===== config.mk =====
export PLATFORM = sky130hd
export DESIGN_NAME = sample_gap_linear_fill
export DESIGN_NICKNAME = d
export VERILOG_FILES = /design/src/sv/sgf_pkg.sv /design/src/sv/sgf_front.sv /design/src/sv/sgf_queue.sv /design/src/sv/sgf_back.sv /design/src/sv/sample_gap_linear_fill.sv
export VERILOG_INCLUDE_DIRS = /design/src /design/src/sv
export SDC_FILE = /design/constraint.sdc
export NUM_CORES = 1
export LEC_CHECK = 0
export BUFFER_PORTS_ARGS = -buffer_cell sky130_fd_sc_hd__clkbuf_2
export CORE_ASPECT_RATIO = 1.25
export CORE_UTILIZATION = 69
export CTS_BUF_LIST = sky130_fd_sc_hd__clkbuf_8
export CTS_CLUSTER_SIZE = 14
export DETAILED_ROUTE_END_ITERATION = 10
export PLACE_DENSITY = 0.88
export SETUP_SLACK_MARGIN = 0.15
export SYNTH_ARGS = -nofsm -noshare
export SYNTH_HDL_FRONTEND = slang
export SYNTH_SLANG_ARGS = --single-unit

===== constraint.sdc =====
create_clock -name clk -period 18.38 [get_ports clk]
set_input_delay 2.757 -clock clk [delete_from_list [all_inputs] [get_ports clk]]
set_output_delay 2.757 -clock clk [all_outputs]
set_load 0.005 [all_outputs]

===== src/sv/sample_gap_linear_fill_defines.svh =====
// ----------------------------------------------------------------------------
// sample_gap_linear_fill_defines
// Assertion macros for the gap filler RTL, used by sgf_back.
// ----------------------------------------------------------------------------
`ifndef SAMPLE_GAP_LINEAR_FILL_DEFINES_SVH
`define SAMPLE_GAP_LINEAR_FILL_DEFINES_SVH

// Same-cycle implication, clocked on clk, off during reset.
`define SGF_ASSERT_NOW(lbl, ante, cons, msg) \
    lbl: assert property (@(posedge clk) disable iff (!rst_n) (ante) |-> (cons)) \
        else $error(msg);

// Next-cycle implication, clocked on clk, off during reset.
`define SGF_ASSERT_NEXT(lbl, ante, cons, msg) \
    lbl: assert property (@(posedge clk) disable iff (!rst_n) (ante) |=> (cons)) \
        else $error(msg);

`endif


===== src/sv/sgf_pkg.sv =====
// ----------------------------------------------------------------------------
// sgf_pkg
// Types and constants of the sample gap filler.
// ----------------------------------------------------------------------------
package sgf_pkg;

    localparam int SAMPLE_W        = 16;
    localparam int SGF_MAX_FILL    = 63;
    localparam int SGF_INDEX_BITS  = 16;
    // index bits that survive masking; the port itself is SAMPLE_W wide
    localparam int SGF_IDX_W       = (SGF_INDEX_BITS < SAMPLE_W) ? SGF_INDEX_BITS : SAMPLE_W;
    // largest gap that is filled is SGF_MAX_FILL + 1
    localparam int SGF_GAP_W       = $clog2(SGF_MAX_FILL + 2);
    localparam int SGF_DIV_STEPS   = SAMPLE_W;
    localparam int SGF_DIV_CNT_W   = $clog2(SGF_DIV_STEPS + 1);
    // power of two
    localparam int SGF_QUEUE_DEPTH = 2;

    typedef enum logic [1:0] {
        CMD_PASS,
        CMD_FILL,
        CMD_ERR
    } sgf_kind_t;

    typedef enum logic [1:0] {
        B_IDLE,
        B_DIV,
        B_FILL,
        B_LAST
    } sgf_back_state_t;

    typedef struct packed {
        sgf_kind_t                   kind;
        logic [SAMPLE_W-1:0]         index;
        logic signed [SAMPLE_W-1:0]  value;
        logic [SAMPLE_W-1:0]         prev_index;
        logic signed [SAMPLE_W-1:0]  prev_value;
        logic signed [SAMPLE_W:0]    diff;
        logic [SGF_GAP_W-1:0]        gap;
    } sgf_cmd_t;

endpackage


===== src/sv/sgf_front.sv =====
// ----------------------------------------------------------------------------
// sgf_front
// Accepts samples, drops repeats, classifies each kept sample as pass,
// fill or gap error and keeps the last kept sample.
// ----------------------------------------------------------------------------
module sgf_front (
    input  logic                                clk,
    input  logic                                rst_n,
    input  logic                                in_valid,
    output logic                                in_ready,
    input  logic [sgf_pkg::SAMPLE_W-1:0]        sample_index,
    input  logic signed [sgf_pkg::SAMPLE_W-1:0] sample_value,
    input  logic                                q_full,
    output logic                                q_push,
    output sgf_pkg::sgf_cmd_t                   q_cmd
);
    import sgf_pkg::*;

    logic                       have_prev_reg, have_prev_next;
    logic [SAMPLE_W-1:0]        prev_idx_reg, prev_idx_next;
    logic signed [SAMPLE_W-1:0] prev_val_reg, prev_val_next;

    logic [SAMPLE_W-1:0]        idx;
    logic [SAMPLE_W:0]          prev_plus1;
    logic [SAMPLE_W-1:0]        missing;
    logic signed [SAMPLE_W:0]   diff;
    logic                       accept, dup, jump, too_far;

    assign idx        = SAMPLE_W'(sample_index[SGF_IDX_W-1:0]);
    assign prev_plus1 = {1'b0, prev_idx_reg} + (SAMPLE_W+1)'(1);
    assign jump       = have_prev_reg && ({1'b0, idx} > prev_plus1);
    assign missing    = idx - prev_idx_reg - SAMPLE_W'(1);
    assign too_far    = missing > SAMPLE_W'(SGF_MAX_FILL);
    assign diff       = (SAMPLE_W+1)'(sample_value) - (SAMPLE_W+1)'(prev_val_reg);

    assign in_ready = !q_full;
    assign accept   = in_valid && in_ready;
    assign dup      = have_prev_reg && (idx == prev_idx_reg);
    assign q_push   = accept && !dup;

    always_comb
    begin
        q_cmd.index      = idx;
        q_cmd.value      = sample_value;
        q_cmd.prev_index = prev_idx_reg;
        q_cmd.prev_value = prev_val_reg;
        q_cmd.diff       = diff;
        q_cmd.gap        = SGF_GAP_W'(idx - prev_idx_reg);
        priority if (!jump)
        begin
            q_cmd.kind = CMD_PASS;
        end
        else if (too_far)
        begin
            q_cmd.kind = CMD_ERR;
        end
        else
        begin
            q_cmd.kind = CMD_FILL;
        end
    end

    always_comb
    begin
        have_prev_next = have_prev_reg;
        prev_idx_next  = prev_idx_reg;
        prev_val_next  = prev_val_reg;
        if (q_push)
        begin
            have_prev_next = 1'b1;
            prev_idx_next  = idx;
            prev_val_next  = sample_value;
        end
    end

    always_ff @(posedge clk or negedge rst_n)
    begin
        if (!rst_n)
        begin
            have_prev_reg <= 1'b0;
            prev_idx_reg  <= '0;
            prev_val_reg  <= '0;
        end
        else
        begin
            have_prev_reg <= have_prev_next;
            prev_idx_reg  <= prev_idx_next;
            prev_val_reg  <= prev_val_next;
        end
    end

endmodule


===== src/sv/sgf_queue.sv =====
// ----------------------------------------------------------------------------
// sgf_queue
// Short command queue between the front and the back.
// ----------------------------------------------------------------------------
module sgf_queue (
    input  logic              clk,
    input  logic              rst_n,
    input  logic              push,
    input  sgf_pkg::sgf_cmd_t push_cmd,
    output logic              full,
    input  logic              pop,
    output logic              empty,
    output sgf_pkg::sgf_cmd_t head_cmd
);
    import sgf_pkg::*;

    localparam int DEPTH = SGF_QUEUE_DEPTH;
    localparam int PTR_W = (DEPTH > 1) ? $clog2(DEPTH) : 1;
    localparam int CNT_W = $clog2(DEPTH + 1);

    sgf_cmd_t         entry_reg [DEPTH];
    logic [PTR_W-1:0] wr_ptr_reg, wr_ptr_next;
    logic [PTR_W-1:0] rd_ptr_reg, rd_ptr_next;
    logic [CNT_W-1:0] count_reg, count_next;
    logic             do_push, do_pop;

    assign full     = (count_reg == CNT_W'(DEPTH));
    assign empty    = (count_reg == '0);
    assign do_push  = push && !full;
    assign do_pop   = pop && !empty;
    assign head_cmd = entry_reg[rd_ptr_reg];

    always_comb
    begin
        wr_ptr_next = wr_ptr_reg;
        rd_ptr_next = rd_ptr_reg;
        count_next  = count_reg;
        if (do_push)
        begin
            wr_ptr_next = wr_ptr_reg + PTR_W'(1);
        end
        if (do_pop)
        begin
            rd_ptr_next = rd_ptr_reg + PTR_W'(1);
        end
        if (do_push && !do_pop)
        begin
            count_next = count_reg + CNT_W'(1);
        end
        else if (do_pop && !do_push)
        begin
            count_next = count_reg - CNT_W'(1);
        end
    end

    always_ff @(posedge clk or negedge rst_n)
    begin
        if (!rst_n)
        begin
            wr_ptr_reg <= '0;
            rd_ptr_reg <= '0;
            count_reg  <= '0;
        end
        else
        begin
            wr_ptr_reg <= wr_ptr_next;
            rd_ptr_reg <= rd_ptr_next;
            count_reg  <= count_next;
        end
    end

    always_ff @(posedge clk)
    begin
        if (do_push)
        begin
            entry_reg[wr_ptr_reg] <= push_cmd;
        end
    end

endmodule


===== src/sv/sgf_back.sv =====
// ----------------------------------------------------------------------------
// sgf_back
// Runs one command: for a fill, serial divide for the step and one beat per
// fill; then the original sample, through a registered output.
// ----------------------------------------------------------------------------
module sgf_back (
    input  logic                                 clk,
    input  logic                                 rst_n,
    input  logic                                 q_empty,
    output logic                                 q_pop,
    input  sgf_pkg::sgf_cmd_t                    q_cmd,
    output logic                                 out_valid,
    input  logic                                 out_ready,
    output logic [sgf_pkg::SAMPLE_W-1:0]         out_index,
    output logic signed [sgf_pkg::SAMPLE_W-1:0]  out_value,
    output logic                                 is_filled,
    output logic                                 gap_error,
    output logic                                 last_of_run
);
    import sgf_pkg::*;

`include "sample_gap_linear_fill_defines.svh"

    sgf_back_state_t            state_reg, state_next;
    sgf_cmd_t                   cmd_reg, cmd_next;
    logic [SGF_DIV_CNT_W-1:0]   div_cnt_reg, div_cnt_next;
    logic [SGF_GAP_W-1:0]       rem_reg, rem_next;
    logic [SAMPLE_W-1:0]        quo_reg, quo_next;
    logic signed [SAMPLE_W:0]   step_reg, step_next;
    logic signed [SAMPLE_W:0]   acc_reg, acc_next;
    logic [SAMPLE_W-1:0]        fill_idx_reg, fill_idx_next;
    logic [SGF_GAP_W-1:0]       fill_cnt_reg, fill_cnt_next;

    logic                       out_valid_reg, out_valid_next;
    logic [SAMPLE_W-1:0]        out_index_reg, out_index_next;
    logic signed [SAMPLE_W-1:0] out_value_reg, out_value_next;
    logic                       is_filled_reg, is_filled_next;
    logic                       gap_error_reg, gap_error_next;
    logic                       last_reg, last_next;

    logic                       emit_ok;
    logic signed [SAMPLE_W:0]   mag;
    logic [SGF_GAP_W:0]         shifted;
    logic [SGF_GAP_W+1:0]       trial;
    logic                       borrow;
    logic [SAMPLE_W-1:0]        quo_step;
    logic signed [SAMPLE_W:0]   quo_ext;

    assign emit_ok = !out_valid_reg || out_ready;
    assign mag     = q_cmd.diff[SAMPLE_W] ? -q_cmd.diff : q_cmd.diff;

    // one restoring step: remainder stays below gap
    assign shifted  = {rem_reg, quo_reg[SAMPLE_W-1]};
    assign trial    = {1'b0, shifted} - {2'b00, cmd_reg.gap};
    assign borrow   = trial[SGF_GAP_W+1];
    assign quo_step = {quo_reg[SAMPLE_W-2:0], !borrow};
    assign quo_ext  = $signed({1'b0, quo_step});

    always_comb
    begin
        state_next     = state_reg;
        cmd_next       = cmd_reg;
        div_cnt_next   = div_cnt_reg;
        rem_next       = rem_reg;
        quo_next       = quo_reg;
        step_next      = step_reg;
        acc_next       = acc_reg;
        fill_idx_next  = fill_idx_reg;
        fill_cnt_next  = fill_cnt_reg;
        q_pop          = 1'b0;

        out_valid_next = out_valid_reg && !out_ready;
        out_index_next = out_index_reg;
        out_value_next = out_value_reg;
        is_filled_next = is_filled_reg;
        gap_error_next = gap_error_reg;
        last_next      = last_reg;

        unique case (state_reg)
            B_IDLE:
            begin
                if (!q_empty)
                begin
                    q_pop        = 1'b1;
                    cmd_next     = q_cmd;
                    rem_next     = '0;
                    quo_next     = mag[SAMPLE_W-1:0];
                    div_cnt_next = SGF_DIV_CNT_W'(SGF_DIV_STEPS);
                    state_next   = (q_cmd.kind == CMD_FILL) ? B_DIV : B_LAST;
                end
            end
            B_DIV:
            begin
                rem_next     = borrow ? shifted[SGF_GAP_W-1:0] : trial[SGF_GAP_W-1:0];
                quo_next     = quo_step;
                div_cnt_next = div_cnt_reg - SGF_DIV_CNT_W'(1);
                if (div_cnt_reg == SGF_DIV_CNT_W'(1))
                begin
                    // quotient truncates toward zero: sign goes on the magnitude
                    step_next     = cmd_reg.diff[SAMPLE_W] ? -quo_ext : quo_ext;
                    acc_next      = (SAMPLE_W+1)'(cmd_reg.prev_value) + step_next;
                    fill_idx_next = cmd_reg.prev_index + SAMPLE_W'(1);
                    fill_cnt_next = cmd_reg.gap - SGF_GAP_W'(1);
                    state_next    = B_FILL;
                end
            end
            B_FILL:
            begin
                if (emit_ok)
                begin
                    out_valid_next = 1'b1;
                    out_index_next = fill_idx_reg;
                    out_value_next = acc_reg[SAMPLE_W-1:0];
                    is_filled_next = 1'b1;
                    gap_error_next = 1'b0;
                    last_next      = 1'b0;
                    acc_next       = acc_reg + step_reg;
                    fill_idx_next  = fill_idx_reg + SAMPLE_W'(1);
                    fill_cnt_next  = fill_cnt_reg - SGF_GAP_W'(1);
                    if (fill_cnt_reg == SGF_GAP_W'(1))
                    begin
                        state_next = B_LAST;
                    end
                end
            end
            B_LAST:
            begin
                if (emit_ok)
                begin
                    out_valid_next = 1'b1;
                    out_index_next = cmd_reg.index;
                    out_value_next = cmd_reg.value;
                    is_filled_next = 1'b0;
                    gap_error_next = (cmd_reg.kind == CMD_ERR);
                    last_next      = 1'b1;
                    state_next     = B_IDLE;
                end
            end
        endcase
    end

    always_ff @(posedge clk or negedge rst_n)
    begin
        if (!rst_n)
        begin
            state_reg     <= B_IDLE;
            out_valid_reg <= 1'b0;
        end
        else
        begin
            state_reg     <= state_next;
            out_valid_reg <= out_valid_next;
        end
    end

    always_ff @(posedge clk)
    begin
        cmd_reg       <= cmd_next;
        div_cnt_reg   <= div_cnt_next;
        rem_reg       <= rem_next;
        quo_reg       <= quo_next;
        step_reg      <= step_next;
        acc_reg       <= acc_next;
        fill_idx_reg  <= fill_idx_next;
        fill_cnt_reg  <= fill_cnt_next;
        out_index_reg <= out_index_next;
        out_value_reg <= out_value_next;
        is_filled_reg <= is_filled_next;
        gap_error_reg <= gap_error_next;
        last_reg      <= last_next;
    end

    assign out_valid   = out_valid_reg;
    assign out_index   = out_index_reg;
    assign out_value   = out_value_reg;
    assign is_filled   = is_filled_reg;
    assign gap_error   = gap_error_reg;
    assign last_of_run = last_reg;

    `SGF_ASSERT_NEXT(a_div_to_fill, (state_reg == B_DIV) && (div_cnt_reg == SGF_DIV_CNT_W'(1)),
        state_reg == B_FILL, "divide did not end in fill")
    `SGF_ASSERT_NOW(a_fill_kind, state_reg == B_FILL,
        (cmd_reg.kind == CMD_FILL) && (fill_cnt_reg != '0), "fill without fill command")
    `SGF_ASSERT_NOW(a_fill_below, state_reg == B_FILL,
        fill_idx_reg < cmd_reg.index, "fill index reached sample index")

endmodule


===== src/sv/sample_gap_linear_fill.sv =====
// ----------------------------------------------------------------------------
// sample_gap_linear_fill: linear-interpolation gap filler for (index, value) beats
// Pass or gap-error sample: one output beat, through the queue, command and output registers.
// Repeated index: taken at the input and dropped, no output beat.
// G missing indices: serial step divide, G fill beats, then the sample;
// the next command is taken only after the sample beat; 2-deep queue.
// rst_n is asynchronous, active low; it clears the kept sample, queue and output valid.
// ----------------------------------------------------------------------------
module sample_gap_linear_fill (
    input  logic                                clk,
    input  logic                                rst_n,
    input  logic                                in_valid,
    output logic                                in_ready,
    input  logic [sgf_pkg::SAMPLE_W-1:0]        sample_index,
    input  logic signed [sgf_pkg::SAMPLE_W-1:0] sample_value,
    output logic                                out_valid,
    input  logic                                out_ready,
    output logic [sgf_pkg::SAMPLE_W-1:0]        out_index,
    output logic signed [sgf_pkg::SAMPLE_W-1:0] out_value,
    output logic                                is_filled,
    output logic                                gap_error,
    output logic                                last_of_run
);
    import sgf_pkg::*;

    logic     q_push, q_full, q_pop, q_empty;
    sgf_cmd_t push_cmd, head_cmd;

    sgf_front u_front (
        .clk          (clk),
        .rst_n        (rst_n),
        .in_valid     (in_valid),
        .in_ready     (in_ready),
        .sample_index (sample_index),
        .sample_value (sample_value),
        .q_full       (q_full),
        .q_push       (q_push),
        .q_cmd        (push_cmd)
    );

    sgf_queue u_queue (
        .clk      (clk),
        .rst_n    (rst_n),
        .push     (q_push),
        .push_cmd (push_cmd),
        .full     (q_full),
        .pop      (q_pop),
        .empty    (q_empty),
        .head_cmd (head_cmd)
    );

    sgf_back u_back (
        .clk         (clk),
        .rst_n       (rst_n),
        .q_empty     (q_empty),
        .q_pop       (q_pop),
        .q_cmd       (head_cmd),
        .out_valid   (out_valid),
        .out_ready   (out_ready),
        .out_index   (out_index),
        .out_value   (out_value),
        .is_filled   (is_filled),
        .gap_error   (gap_error),
        .last_of_run (last_of_run)
    );

endmodule


* After elaboration in Yosys (flattened, before gate mapping) *
Memory sizes are Yosys's and may differ from the RTL's.
Index checks and enable logic that the tools add are counted.

word-level totals
  memory bits (read-only) = 0
  memories kept = 1
  output and inout port bits = 37
  memory bits (writable) = 180
  bits in latches = 0
  word-level logic and storage cells = 141
  bits in registers = 250
  input bits = 36

memory list
  memory             words  width  rd ports  clocked after Yosys merged registers in  write ports  RTL line         RTL
  u_queue.entry_reg  2      90     1         0                                        1            sgf_queue.sv:21  sgf_cmd_t entry_reg [DEPTH];

operators by class
  bitwise operators = 1
  mux-type cells = 47
  divide/modulo/power cells = 0
  reduce and logical (&&, ||, !) cells = 31
  shifts and indexed selects = 0
  equality and inequality tests = 14
  multipliers = 0
  $add $sub $neg = 18
  order comparisons = 2

operators by type and width
  cell                                                                   count
  16-bit 2-to-1 mux                                                      8
  16-bit case mux with 2 select lines                                    4
  17-bit 2-to-1 mux                                                      3
  17-bit case mux with 2 select lines                                    1
  16-bit by 1-bit adder with 16-bit output, second input constant        2
  7-bit 2-to-1 mux                                                       4
  7-bit case mux with 2 select lines                                     2
  2-bit 2-to-1 mux                                                       10
  16-bit by 1-bit adder with 17-bit output, second input constant        1
  16-bit by 17-bit adder with 17-bit output                              1
  17-bit adder                                                           1
  16-bit by 17-bit > comparator with 1-bit output                        1
  16-bit negator with 17-bit output                                      1
  16-bit by 16-bit subtractor with 17-bit output                         1
  16-bit equality test                                                   1
  16-bit by 6-bit > comparator with 1-bit output, second input constant  1
  16-bit negator                                                         1
  16-bit by 1-bit subtractor with 16-bit output, second input constant   1
  16-bit subtractor                                                      1
  7-bit by 1-bit subtractor with 7-bit output, second input constant     2
  5-bit case mux with 2 select lines                                     1
  1-bit logical AND                                                      9
  1-bit 2-to-1 mux                                                       9
  8-bit by 7-bit subtractor with 9-bit output                            1
  22 further kinds                                                       46

* Depth between registers and ports, before layout *
Gate-level depths: netlist of the first run.

  depth after elaboration = 9
  gate-level depth with buffers = 20

* Modules after synthesis *
Synthesis of the first run repeated with hierarchy kept, for this count alone.

second synthesis, totals
  cells, all modules = 1547
  area total of the unflattened synthesis = 20853.8 um^2

modules (own cells, without submodules)
  module     instances  area an instance (um^2)  cells an instance
  sgf_back   1          9980.8                   786
  sgf_queue  1          7140.6                   299
  sgf_front  1          3732.3                   462

* Least setup slack after synthesis of the first run *
No wires, ideal clock.

  path kind = input port to flip-flop
  start point = in sample_index[11] (netlist name)
  end point = mem u_queue.entry_reg[0][0] (netlist name) (enable)
  buffers on the path = 2
  arrival time = 7843 ps
  cell stages on the path = 7
  library setup time = 550 ps
  path slack = 9987 ps
  cells stage by stage = ha_1 > clkbuf_1 > nand2_1 > nor2_1 > a21oi_1 > clkbuf_1 > nor2b_1

between the ends
  longest elaborated chain between the ends = 7

ends and longest elaborated chain
  item                                    RTL line                      RTL
  start: declaration                      sample_gap_linear_fill.sv:14  input logic [sgf_pkg::SAMPLE_W-1:0] sample_index,
  16-bit equality test                    sgf_front.sv:38               assign dup = have_prev_reg && (idx == prev_idx_reg);
  1-bit logical AND                       sgf_front.sv:38
  1-bit logical NOT                       sgf_front.sv:39               assign q_push = accept && !dup;
  1-bit logical AND                       sgf_front.sv:39
  1-bit logical AND                       sgf_queue.sv:29               assign do_push = push && !full;
  1-bit 2-to-1 mux                        sgf_queue.sv:74               if (do_push)
  1-bit 2-to-1 mux (implied by the code)  sgf_queue.sv:76               entry_reg[wr_ptr_reg] <= push_cmd;
  end: declaration                        sgf_queue.sv:21

No other way between the ends.

==> results of run 1 <==
-- final timing paths --
path	startpoint	endpoint	slack, ps
max in group asynchronous	rst_n	u_queue.rd_ptr_reg	15540
setup reg to reg	u_back.cmd_reg[0]	u_back.acc_reg[14]	12980
setup / recovery	sample_index[0]	u_queue.entry_reg[0][89]	12970
min in group asynchronous	rst_n	u_back.state_reg[0]	2250
hold reg to reg	u_front.prev_val_reg[10]	u_queue.entry_reg[0][34]	480
hold / removal	u_front.prev_val_reg[10]	u_queue.entry_reg[0][34]	480
-- logic make-up after synthesis --
| family | share of synthesized area, % |
|---|---|
| xor+xnor | 5.47 |
| simple gates | 8.38 |
| mux | 7.82 |
| compound gates | 8.16 |
| flops | 61.3 |
| buf+inv | 2.25 |
| fa+ha+maj | 6.68 |
-- synthesized netlist by cell type (all sizes together), types with 9 or more instances --
library cell  instances  area (um^2)
o21a                 16          120
nand3                28          140
buf                  10         41.3
and3                 11         70.1
nor2                 83          312
clkbuf               30          113
a31oi                13         81.3
ha                   98         1230
nor2b                26          163
mux2                113         1270
dfrtp                40         1000
nor3                 25          125
inv                  77          289
xnor2                72          631
o21ai                94          470
a21oi                61          305
or3                  11         68.8
edfxtp              372        11200
xor2                 52          455
nand2               106          398
mux2i                28          280
and2                  9         56.3
nand2b               19          119
-- final cells by class --
class                   count  area (um^2)  share of cell area (%)
inverters                  78          293                    1.33
multi-input cells         976         7300                    33.2
flip-flops and latches    412        12200                    55.4
repair buffers             84          450                    2.05
clock inverters            39          324                    1.47
well taps                 355          444                    2.02
clock buffers              72          991                    4.51
-- per-stage QoR --
stage,area [um^2],total power [mW],utilization (%)
final,22000,4.50,77.4
after global routing,22000,4.76,77.4
after CTS,22000,4.48,77.4
after detailed placement,20700,3.66,72.7
after global placement,20700,3.54,72.7
after floorplan,19900,3.13,-
-- metal layers --
layer | vias to the layer above | GRT usage [%] | part of all wire (%)
met5 | - | 0 | 0.038
met4 | 2 | 11.9 | 3.5
met3 | 124 | 4.94 | 8.1
met2 | 607 | 47.8 | 47
met1 | 6137 | 40.1 | 41
li1 | 5795 | - | -
-- worst max-delay path, cell delays in order --
cell	delay (ps)
clkbuf_2	130
inv_1	110
ha_1	180
inv_1	60
fa_1	390
a21oi_1	290
o21bai_1	130
xor2_1	180
a2111oi_0	480
xnor2_1	190
nand4_1	110
or4_4	550
and2_1	200
-- power by group through the flow --
stage	Combinational [mW]	Clock [mW]	Sequential, mW
floorplan	1.38	0	1.76
global placement	1.74	0	1.80
detailed placement	1.83	0	1.83
CTS	1.87	0.803	1.82
global route	2.07	0.840	1.85
finish	1.89	0.792	1.82
==> impl_metrics.env, run 1 <==
export IMPL_status="finished clean"
export IMPL_cts_tree="built"
export IMPL_diodes=0
export IMPL_p_leak_nw=8.22
export IMPL_cts_root_buf="clkbuf_8"
export IMPL_swShare_pct=37.8
export IMPL_num_vias=12700
export IMPL_hold_path_class="flop to flop"
export IMPL_rsz0062_at_grt="false"
export IMPL_final_common_cell="edfxtp_1"
export IMPL_routedWlPerCell_um=21.0
export IMPL_finalHoldViolations=0
export IMPL_synth_edf_count=372
export IMPL_global_route_overflow_total=0
export IMPL_drt_iter0_markers=1284
export IMPL_irDropWorstVdd_v=0.000102
export IMPL_grt_use_total_pct=29.5
export IMPL_syn_area_um2=19900
export IMPL_pwr_share_seq_pct=40.4
export IMPL_synth_seq_area_share_pct=61.3
export IMPL_maxSlewViolCount=0
export IMPL_syn_instance_count=1506
export IMPL_cts_setup_buffers=0
export IMPL_async_flop_share_pct=9.71
export IMPL_synth_top_flop_cell="edfxtp_1"
export IMPL_synth_nets=1645
export IMPL_cp_end_kind="flop"
export IMPL_grt_pass1_vias=12700
export IMPL_place_hpwl_um=27700
export IMPL_first_pass_iters=5
export IMPL_mostFrequentLayoutCells="edfxtp_1, mux2_2, nand2_1"
export IMPL_largest_reg_flops=180
export IMPL_crit_arrival_ps=5770
export IMPL_grt_max_degree=75
export IMPL_cts_buffers=59
export IMPL_final_setup_tns_ps=0
export IMPL_synthDistinctLibCells=64
export IMPL_hold_buffers=0
export IMPL_fp_dieH_um=192
export IMPL_post_cts_resized=0
export IMPL_postSynthAreaPerCell_um2=13.2
export IMPL_path_max_fanout=4
export IMPL_p_per_area_nw_per_um2=205
export IMPL_drive_gt1_share_pct=18.8
export IMPL_numClockSinks=412
export IMPL_gp_congestion=0.938
export IMPL_whs_ps=480
export IMPL_worst_slew_pin_slew_ps=1150
export IMPL_clkTransAtPathRegs_ps=70
export IMPL_clk_latency_ps=620
export IMPL_io_buffers=72
export IMPL_fin_skew_ps=23.6
export IMPL_syn_to_final_growth_pct=10.6
export IMPL_htree_levels=2
export IMPL_synth_warning_count=0
export IMPL_setup_violations=0
export IMPL_core_um2=28400
export IMPL_fin_crit_sh_pct=29.5
export IMPL_whs_path_depth=0
export IMPL_setup_slack_ps=12970
export IMPL_path_class="primary input to flop"
export IMPL_drc=0
export IMPL_pin_count=73
export IMPL_max_freq_mhz=185
export IMPL_startpoint_type="primary input"
export IMPL_via_per_inst=6.28
export IMPL_start_util_pct=69.9
export IMPL_post_route_min_period_ps=5410
export IMPL_p_comb_share_pct=42.0
export IMPL_cap_violations=0
export IMPL_grt_pass1_wl_um=66700
export IMPL_rr_worst_depth=19
export IMPL_clockBufferDepth=3
export IMPL_internal_power_mw=2.80
export IMPL_dpl_worst_slack_ps=12410
export IMPL_fp_dieW_um=154
export IMPL_antenna_found_initial=2
export IMPL_dieArea_um2=29500
export IMPL_cp_required_ps=18740
export IMPL_clockPowerShare_pct=17.6
export IMPL_ant_nets=0
export IMPL_fillers=1547
export IMPL_fp_row_count=69
export IMPL_nNetsFinal=1750
export IMPL_yosys_register_bits=412
export IMPL_maxSlewHeadroom_pct=22.9
export IMPL_dp_cells=1905
export IMPL_wl_um=42400
export IMPL_stdcell_count=2016
export IMPL_p_sw_mw=1.70
Power figures use the tool's default switching activity.
==> inputs of run 2 (changes only) <==
--- a/config.mk
+++ b/config.mk
@@ -8,11 +8,11 @@
 export LEC_CHECK = 0
 export BUFFER_PORTS_ARGS = -buffer_cell sky130_fd_sc_hd__clkbuf_2
 export CORE_ASPECT_RATIO = 1.25
-export CORE_UTILIZATION = 69
+export CORE_UTILIZATION = 58
 export CTS_BUF_LIST = sky130_fd_sc_hd__clkbuf_8
 export CTS_CLUSTER_SIZE = 14
 export DETAILED_ROUTE_END_ITERATION = 10
-export PLACE_DENSITY = 0.88
+export PLACE_DENSITY = 0.78
 export SETUP_SLACK_MARGIN = 0.15
 export SYNTH_ARGS = -nofsm -noshare
 export SYNTH_HDL_FRONTEND = slang
==> constraint.sdc (replaced) <==
create_clock -name clk -period 4.52 [get_ports clk]
set_input_delay 0.678 -clock clk [delete_from_list [all_inputs] [get_ports clk]]
set_output_delay 0.678 -clock clk [all_outputs]
set_load 0.005 [all_outputs]
==> run 2 against run 1 <==
Core utilization fell by 11 points. Via count fell by 5.1%. Combinational power rose to 4.1 times the previous value. Cell area rose by 1.0%. Total power rose to 4.0 times the previous value. Sequential power rose to 4.0 times the previous value.
==> impl_metrics.env, run 2 (same netlist as run 1, synthesis figures left out) <==
export IMPL_worst_slew_pin_slew_ps=984
export IMPL_fp_dieW_um=168
export IMPL_first_pass_iters=5
export IMPL_maxSlewHeadroom_pct=34.2
export IMPL_fp_dieH_um=209
export IMPL_io_buffers=72
export IMPL_start_util_pct=59.0
export IMPL_path_class="flop to flop"
export IMPL_finalInstanceArea_um2=22200
export IMPL_clockBufferDepth=3
export IMPL_final_setup_tns_ps=0
export IMPL_place_hpwl_um=26700
export IMPL_fin_skew_ps=16.6
export IMPL_global_route_overflow_total=0
export IMPL_antenna_found_initial=2
export IMPL_crit_arrival_ps=4570
export IMPL_via_per_inst=5.71
export IMPL_htree_levels=2
export IMPL_fin_crit_sh_pct=92.8
export IMPL_wl_um=38400
export IMPL_dieArea_um2=35000
export IMPL_grt_max_degree=91
export IMPL_startpoint_type="flop"
export IMPL_grt_pass1_wl_um=61000
export IMPL_place_area_um2=20800
export IMPL_nNetsFinal=1769
export IMPL_hold_buffers=0
export IMPL_setup_violations=0
export IMPL_cp_required_ps=4890
export IMPL_finalHoldViolations=0
export IMPL_grt_use_total_pct=22.2
export IMPL_clk_latency_ps=640
export IMPL_rsz0062_at_grt="false"
export IMPL_gp_congestion=0.931
export IMPL_irDropWorstVdd_v=0.000636
export IMPL_hold_path_class="primary input to async pin"
export IMPL_final_common_cell="edfxtp_1"
export IMPL_mostFrequentLayoutCells="edfxtp_1, mux2_2, nand2_1"
export IMPL_num_vias=12000
export IMPL_fp_row_count=75
export IMPL_drc=0
export IMPL_cts_tree="built"
export IMPL_grt_pass1_vias=11900
export IMPL_max_freq_mhz=238
export IMPL_cap_violations=0
export IMPL_p_leak_nw=8.29
export IMPL_drt_iter0_markers=890
export IMPL_pin_count=73
export IMPL_routedWlPerCell_um=18.2
export IMPL_post_route_min_period_ps=4190
export IMPL_core_um2=33700
export IMPL_path_max_fanout=5
export IMPL_largest_reg_flops=180
export IMPL_p_per_area_nw_per_um2=812
export IMPL_cp_end_kind="flop"
export IMPL_ant_nets=0
export IMPL_cts_root_buf="clkbuf_8"
export IMPL_drive_gt1_share_pct=20.0
export IMPL_status="finished clean"
export IMPL_cts_buffers=61
export IMPL_syn_to_final_growth_pct=11.8
export IMPL_clkTransAtPathRegs_ps=70
export IMPL_numClockSinks=412
export IMPL_maxSlewViolCount=0
[run 2: cell count changes in the layout (fill, tap and decap cells not counted), sizes merged]
cell and change:
buf +17, clkinvlp +3, diode +1, inv +8
bufinv -3, clkbuf -6
[run 2: critical path, stage by stage (launching register included)]
cell and delay (ps):
edfxtp_1 400, ha_2 210, fa_2 420, nor2b_4 150, o31ai_4 70, a31oi_2 210
inv_2 60, ha_1 220, nand2b_4 110, o41ai_4 70, xnor2_1 230, ha_1 280
or3_1 350, o211ai_1 150, o21ai_1 140, or4_1 430, a31oi_2 190, xor2_1 150
mux2i_1 80
[run 2: metrics by stage]
stage | total power [mW] | util (%) | cells | hold slack, ps | setup WS (ps)
floorplan | 12.7 | - | 1506 | 382 | 180
global placement | 14.5 | 61.8 | 1981 | 447 | 57.9
detailed placement | 14.8 | 61.8 | 1981 | 457 | -41.5
CTS | 17.9 | 65.6 | 2099 | 16.1 | 208
global route | 19.2 | 65.9 | 2103 | 28.4 | 137
finish | 18.0 | 65.9 | 2104 | 31.4 | 327
[run 2: path summary, 6_finish.rpt]
path | startpoint | end | slack, ps | cells after the start
worst max register to register | u_back.cmd_reg[0] | u_back.acc_reg[14] | 330 | 18
worst min register to register | u_front.prev_val_reg[5] | u_queue.entry_reg[0][29] | 470 | 0
worst max-delay path | u_back.cmd_reg[0] | u_back.acc_reg[14] | 330 | 18
min in group clk | sample_value[0] | u_queue.entry_reg[1][56] | 280 | 1
worst min-delay path | rst_n | u_front.prev_idx_reg[11] | 30 | 1
max in group asynchronous | rst_n | u_queue.rd_ptr_reg | 3650 | 2
[run 2: timing repair]
action                     in CTS  in global routing
pin swaps                       7                  9
gates resized for setup         8                 14
setup endpoints to repair       3                  5
buffers inserted                5                  4
[run 2: layout make-up]
class	instances	area [um^2]
Antenna cell	1	2.50
Clock buffer	66	908
Clock inverter	47	284
Fill cell	2379	11500
Inverter	78	293
Multi-Input combinational cell	976	7410
Sequential cell	412	12200
Tap cell	423	529
Timing Repair Buffer	101	603
[run 2: per-layer routing]
layer	track usage, %	part of all wire [%]
met1	31.9	47
met4	6.36	1.9
met3	4.09	5.5
met5	0	0
met2	34.8	46
[run 2: power breakdown]
group          switching, mW  internal (mW)
clock network           1.40           1.52
logic                   4.43           3.35
registers              0.836           6.50
total                   6.67           11.4
==> inputs of run 3 (changes only) <==
--- a/config.mk
+++ b/config.mk
@@ -16,4 +16,5 @@
 export SETUP_SLACK_MARGIN = 0.15
 export SYNTH_ARGS = -nofsm -noshare
 export SYNTH_HDL_FRONTEND = slang
+export SYNTH_HIERARCHICAL = 1
 export SYNTH_SLANG_ARGS = --single-unit
==> run 3 against run 2 <==
Non-clock buffer count down 11. Clock skew up 8.5 ps. Die area up 4.9%. Synthesized cell count up 2.7%. Fmax down 0.54%. Via count up 1.0%. Worst setup slack worse by 23 ps.
==> impl_metrics.env, run 3 <==
export IMPL_start_util_pct=59.0
export IMPL_synth_top_flop_cell="edfxtp_1"
export IMPL_cp_slowest_cell="edfxtp_1"
export IMPL_async_flop_share_pct=9.71
export IMPL_irDropWorstVdd_v=0.000475
export IMPL_syn_area_um2=20900
export IMPL_cp_end_kind="flop"
export IMPL_grt_pass1_wl_um=61900
export IMPL_startpoint_type="flop"
export IMPL_maxSlewHeadroom_pct=12.9
export IMPL_yosysTopAreaCell="edfxtp_1"
export IMPL_global_route_overflow_total=0
export IMPL_setup_violations=0
export IMPL_io_buffers=72
export IMPL_place_hpwl_um=27800
export IMPL_finalInstanceArea_um2=22800
export IMPL_cap_violations=0
export IMPL_synth_edf_count=372
export IMPL_fin_crit_sh_pct=93.3
export IMPL_num_vias=12100
export IMPL_cts_buffers=60
export IMPL_numClockSinks=412
export IMPL_via_per_inst=5.65
export IMPL_syn_instance_count=1547
export IMPL_first_pass_iters=5
export IMPL_p_per_area_nw_per_um2=830
export IMPL_synth_common_cells="edfxtp_1, nand2_1, o21ai_0"
export IMPL_clkTransAtPathRegs_ps=60
export IMPL_dieArea_um2=36700
export IMPL_yosysTopAreaCellShare_pct=53.6
export IMPL_place_area_um2=21400
export IMPL_hold_path_class="primary input to async pin"
export IMPL_cp_required_ps=4870
export IMPL_mostFrequentLayoutCells="edfxtp_1, nand2_1, o21ai_0"
export IMPL_grt_pass1_vias=11800
export IMPL_whs_ps=193
export IMPL_postSynthAreaPerCell_um2=13.5
export IMPL_post_route_min_period_ps=4220
export IMPL_antenna_found_initial=0
export IMPL_max_freq_mhz=237
export IMPL_clockBufferDepth=3
export IMPL_cpMostUsedCell="ha_1"
export IMPL_final_setup_tns_ps=0
export IMPL_drt_iter0_markers=816
export IMPL_cts_root_buf="clkbuf_8"
export IMPL_fin_skew_ps=25.2
export IMPL_clk_latency_ps=630
export IMPL_worstPathCellList="ha_1 > fa_1 > nor2b_2 > o31ai_4 > a21oi_4 > inv_1 > ha_1 > nand2b_1 > xnor2_2 > ha_2 > a211oi_2 > o31a_1 > o211ai_1 > a31o_2 > a21oi_1 > xor2_1 > mux2i_1"
export IMPL_path_max_fanout=5
export IMPL_wl_um=39800
export IMPL_maxSlewViolCount=0
export IMPL_yosys_register_bits=412
export IMPL_largest_reg_flops=180
export IMPL_routedWlPerCell_um=18.5
export IMPL_crit_arrival_ps=4570
export IMPL_synth_seq_area_share_pct=58.4
export IMPL_htree_levels=2
export IMPL_finalHoldViolations=0
export IMPL_synth_warning_count=6
export IMPL_fp_row_count=77
export IMPL_cp_top_family="compound AO/OA/AOI/OAI gates"
export IMPL_fp_dieW_um=172
export IMPL_status="finished clean"
export IMPL_final_common_cell="edfxtp_1"
export IMPL_report_power_total_mw=18.9
export IMPL_grt_max_degree=91
export IMPL_ant_nets=0
export IMPL_p_leak_nw=8.66
export IMPL_worst_slew_pin_slew_ps=1310
export IMPL_synthDistinctLibCells=80
export IMPL_yosysMostFrequentCell="edfxtp_1"
export IMPL_diodes=0
export IMPL_gp_congestion=0.874
export IMPL_syn_to_final_growth_pct=9.28
export IMPL_crit_buf_inv=1
export IMPL_fp_dieH_um=214
export IMPL_drc=0
export IMPL_hold_buffers=0
export IMPL_final_util_pct=64.5
export IMPL_drive_gt1_share_pct=21.1
export IMPL_pin_count=73
export IMPL_cts_tree="built"
export IMPL_grt_use_total_pct=21.8
export IMPL_rsz0062_at_grt="false"
export IMPL_nNetsFinal=1765
export IMPL_max_stage_delay_ps=430
export IMPL_core_um2=35400
export IMPL_synth_nets=1686
export IMPL_synthTopCellsByArea="edfxtp_1, mux2_4, ha_1"
export IMPL_path_class="flop to flop"
==> run 3: per-stage QoR <==
stage,std cells,setup slack (ps)
6_report,2149,304
5_1_grt,2149,147
4_1_cts,2146,195
3_5_place_dp,2035,180
3_3_place_gp,2035,353
2_1_floorplan,1547,198
==> run 3: report_power, final <==
part / switching, mW / total, mW / internal, mW
sequential: 0.901 / 7.43 / 6.53
combinational: 4.68 / 8.33 / 3.64
clock: 1.43 / 3.15 / 1.72
==> run 3: path summary, 6_finish.rpt <==
check	startpoint	end	slack [ps]	cells after the start
setup / recovery	u_back/cmd_reg[0]	u_back/acc_reg[14]	300	17
hold / removal	rst_n	u_back/out_valid	190	1
setup reg to reg	u_back/cmd_reg[0]	u_back/acc_reg[14]	300	17
hold reg to reg	u_front/prev_val_reg[13]	u_queue/entry_reg[0][37]	470	0
max in group asynchronous	rst_n	u_queue/count_reg[0]	3540	2
min in group clk	sample_value[10]	u_queue/entry_reg[1][66]	280	1
==> run 3: per-layer routing <==
metal / GRT usage (%) / wire (um) / vias up
met1: 31.4 / 18600 / 5895
met2: 34.0 / 18400 / 302
li1: - / - / 5871
met5: 0 / 0 / -
met3: 3.05 / 1840 / 71
met4: 7.32 / 957 / 0
==> run 3: final cells by class <==
class,count,area [um^2]
fill,2557,12600
sequential,412,12200
multi-input combinational,982,7910
clock buffer,67,922
tap,474,593
timing repair buffer,90,520
clock inverter,44,365
inverter,80,300
==> run 3: kinds of logic after synthesis <==
group           count (synthesis)  synth area share [%]
xor+xnor                      123                  5.17
compound gates                298                  9.25
flops                         412                  58.4
simple gates                  315                  7.48
fa+ha+maj                     103                  6.36
mux                           143                  9.22
buf+inv                       153                  4.15
==> run 3: timing repair <==
item / in CTS / in global routing
resized for setup: 0 / 9
endpoints found under the setup margin: 0 / 3
buffers inserted: 0 / 3
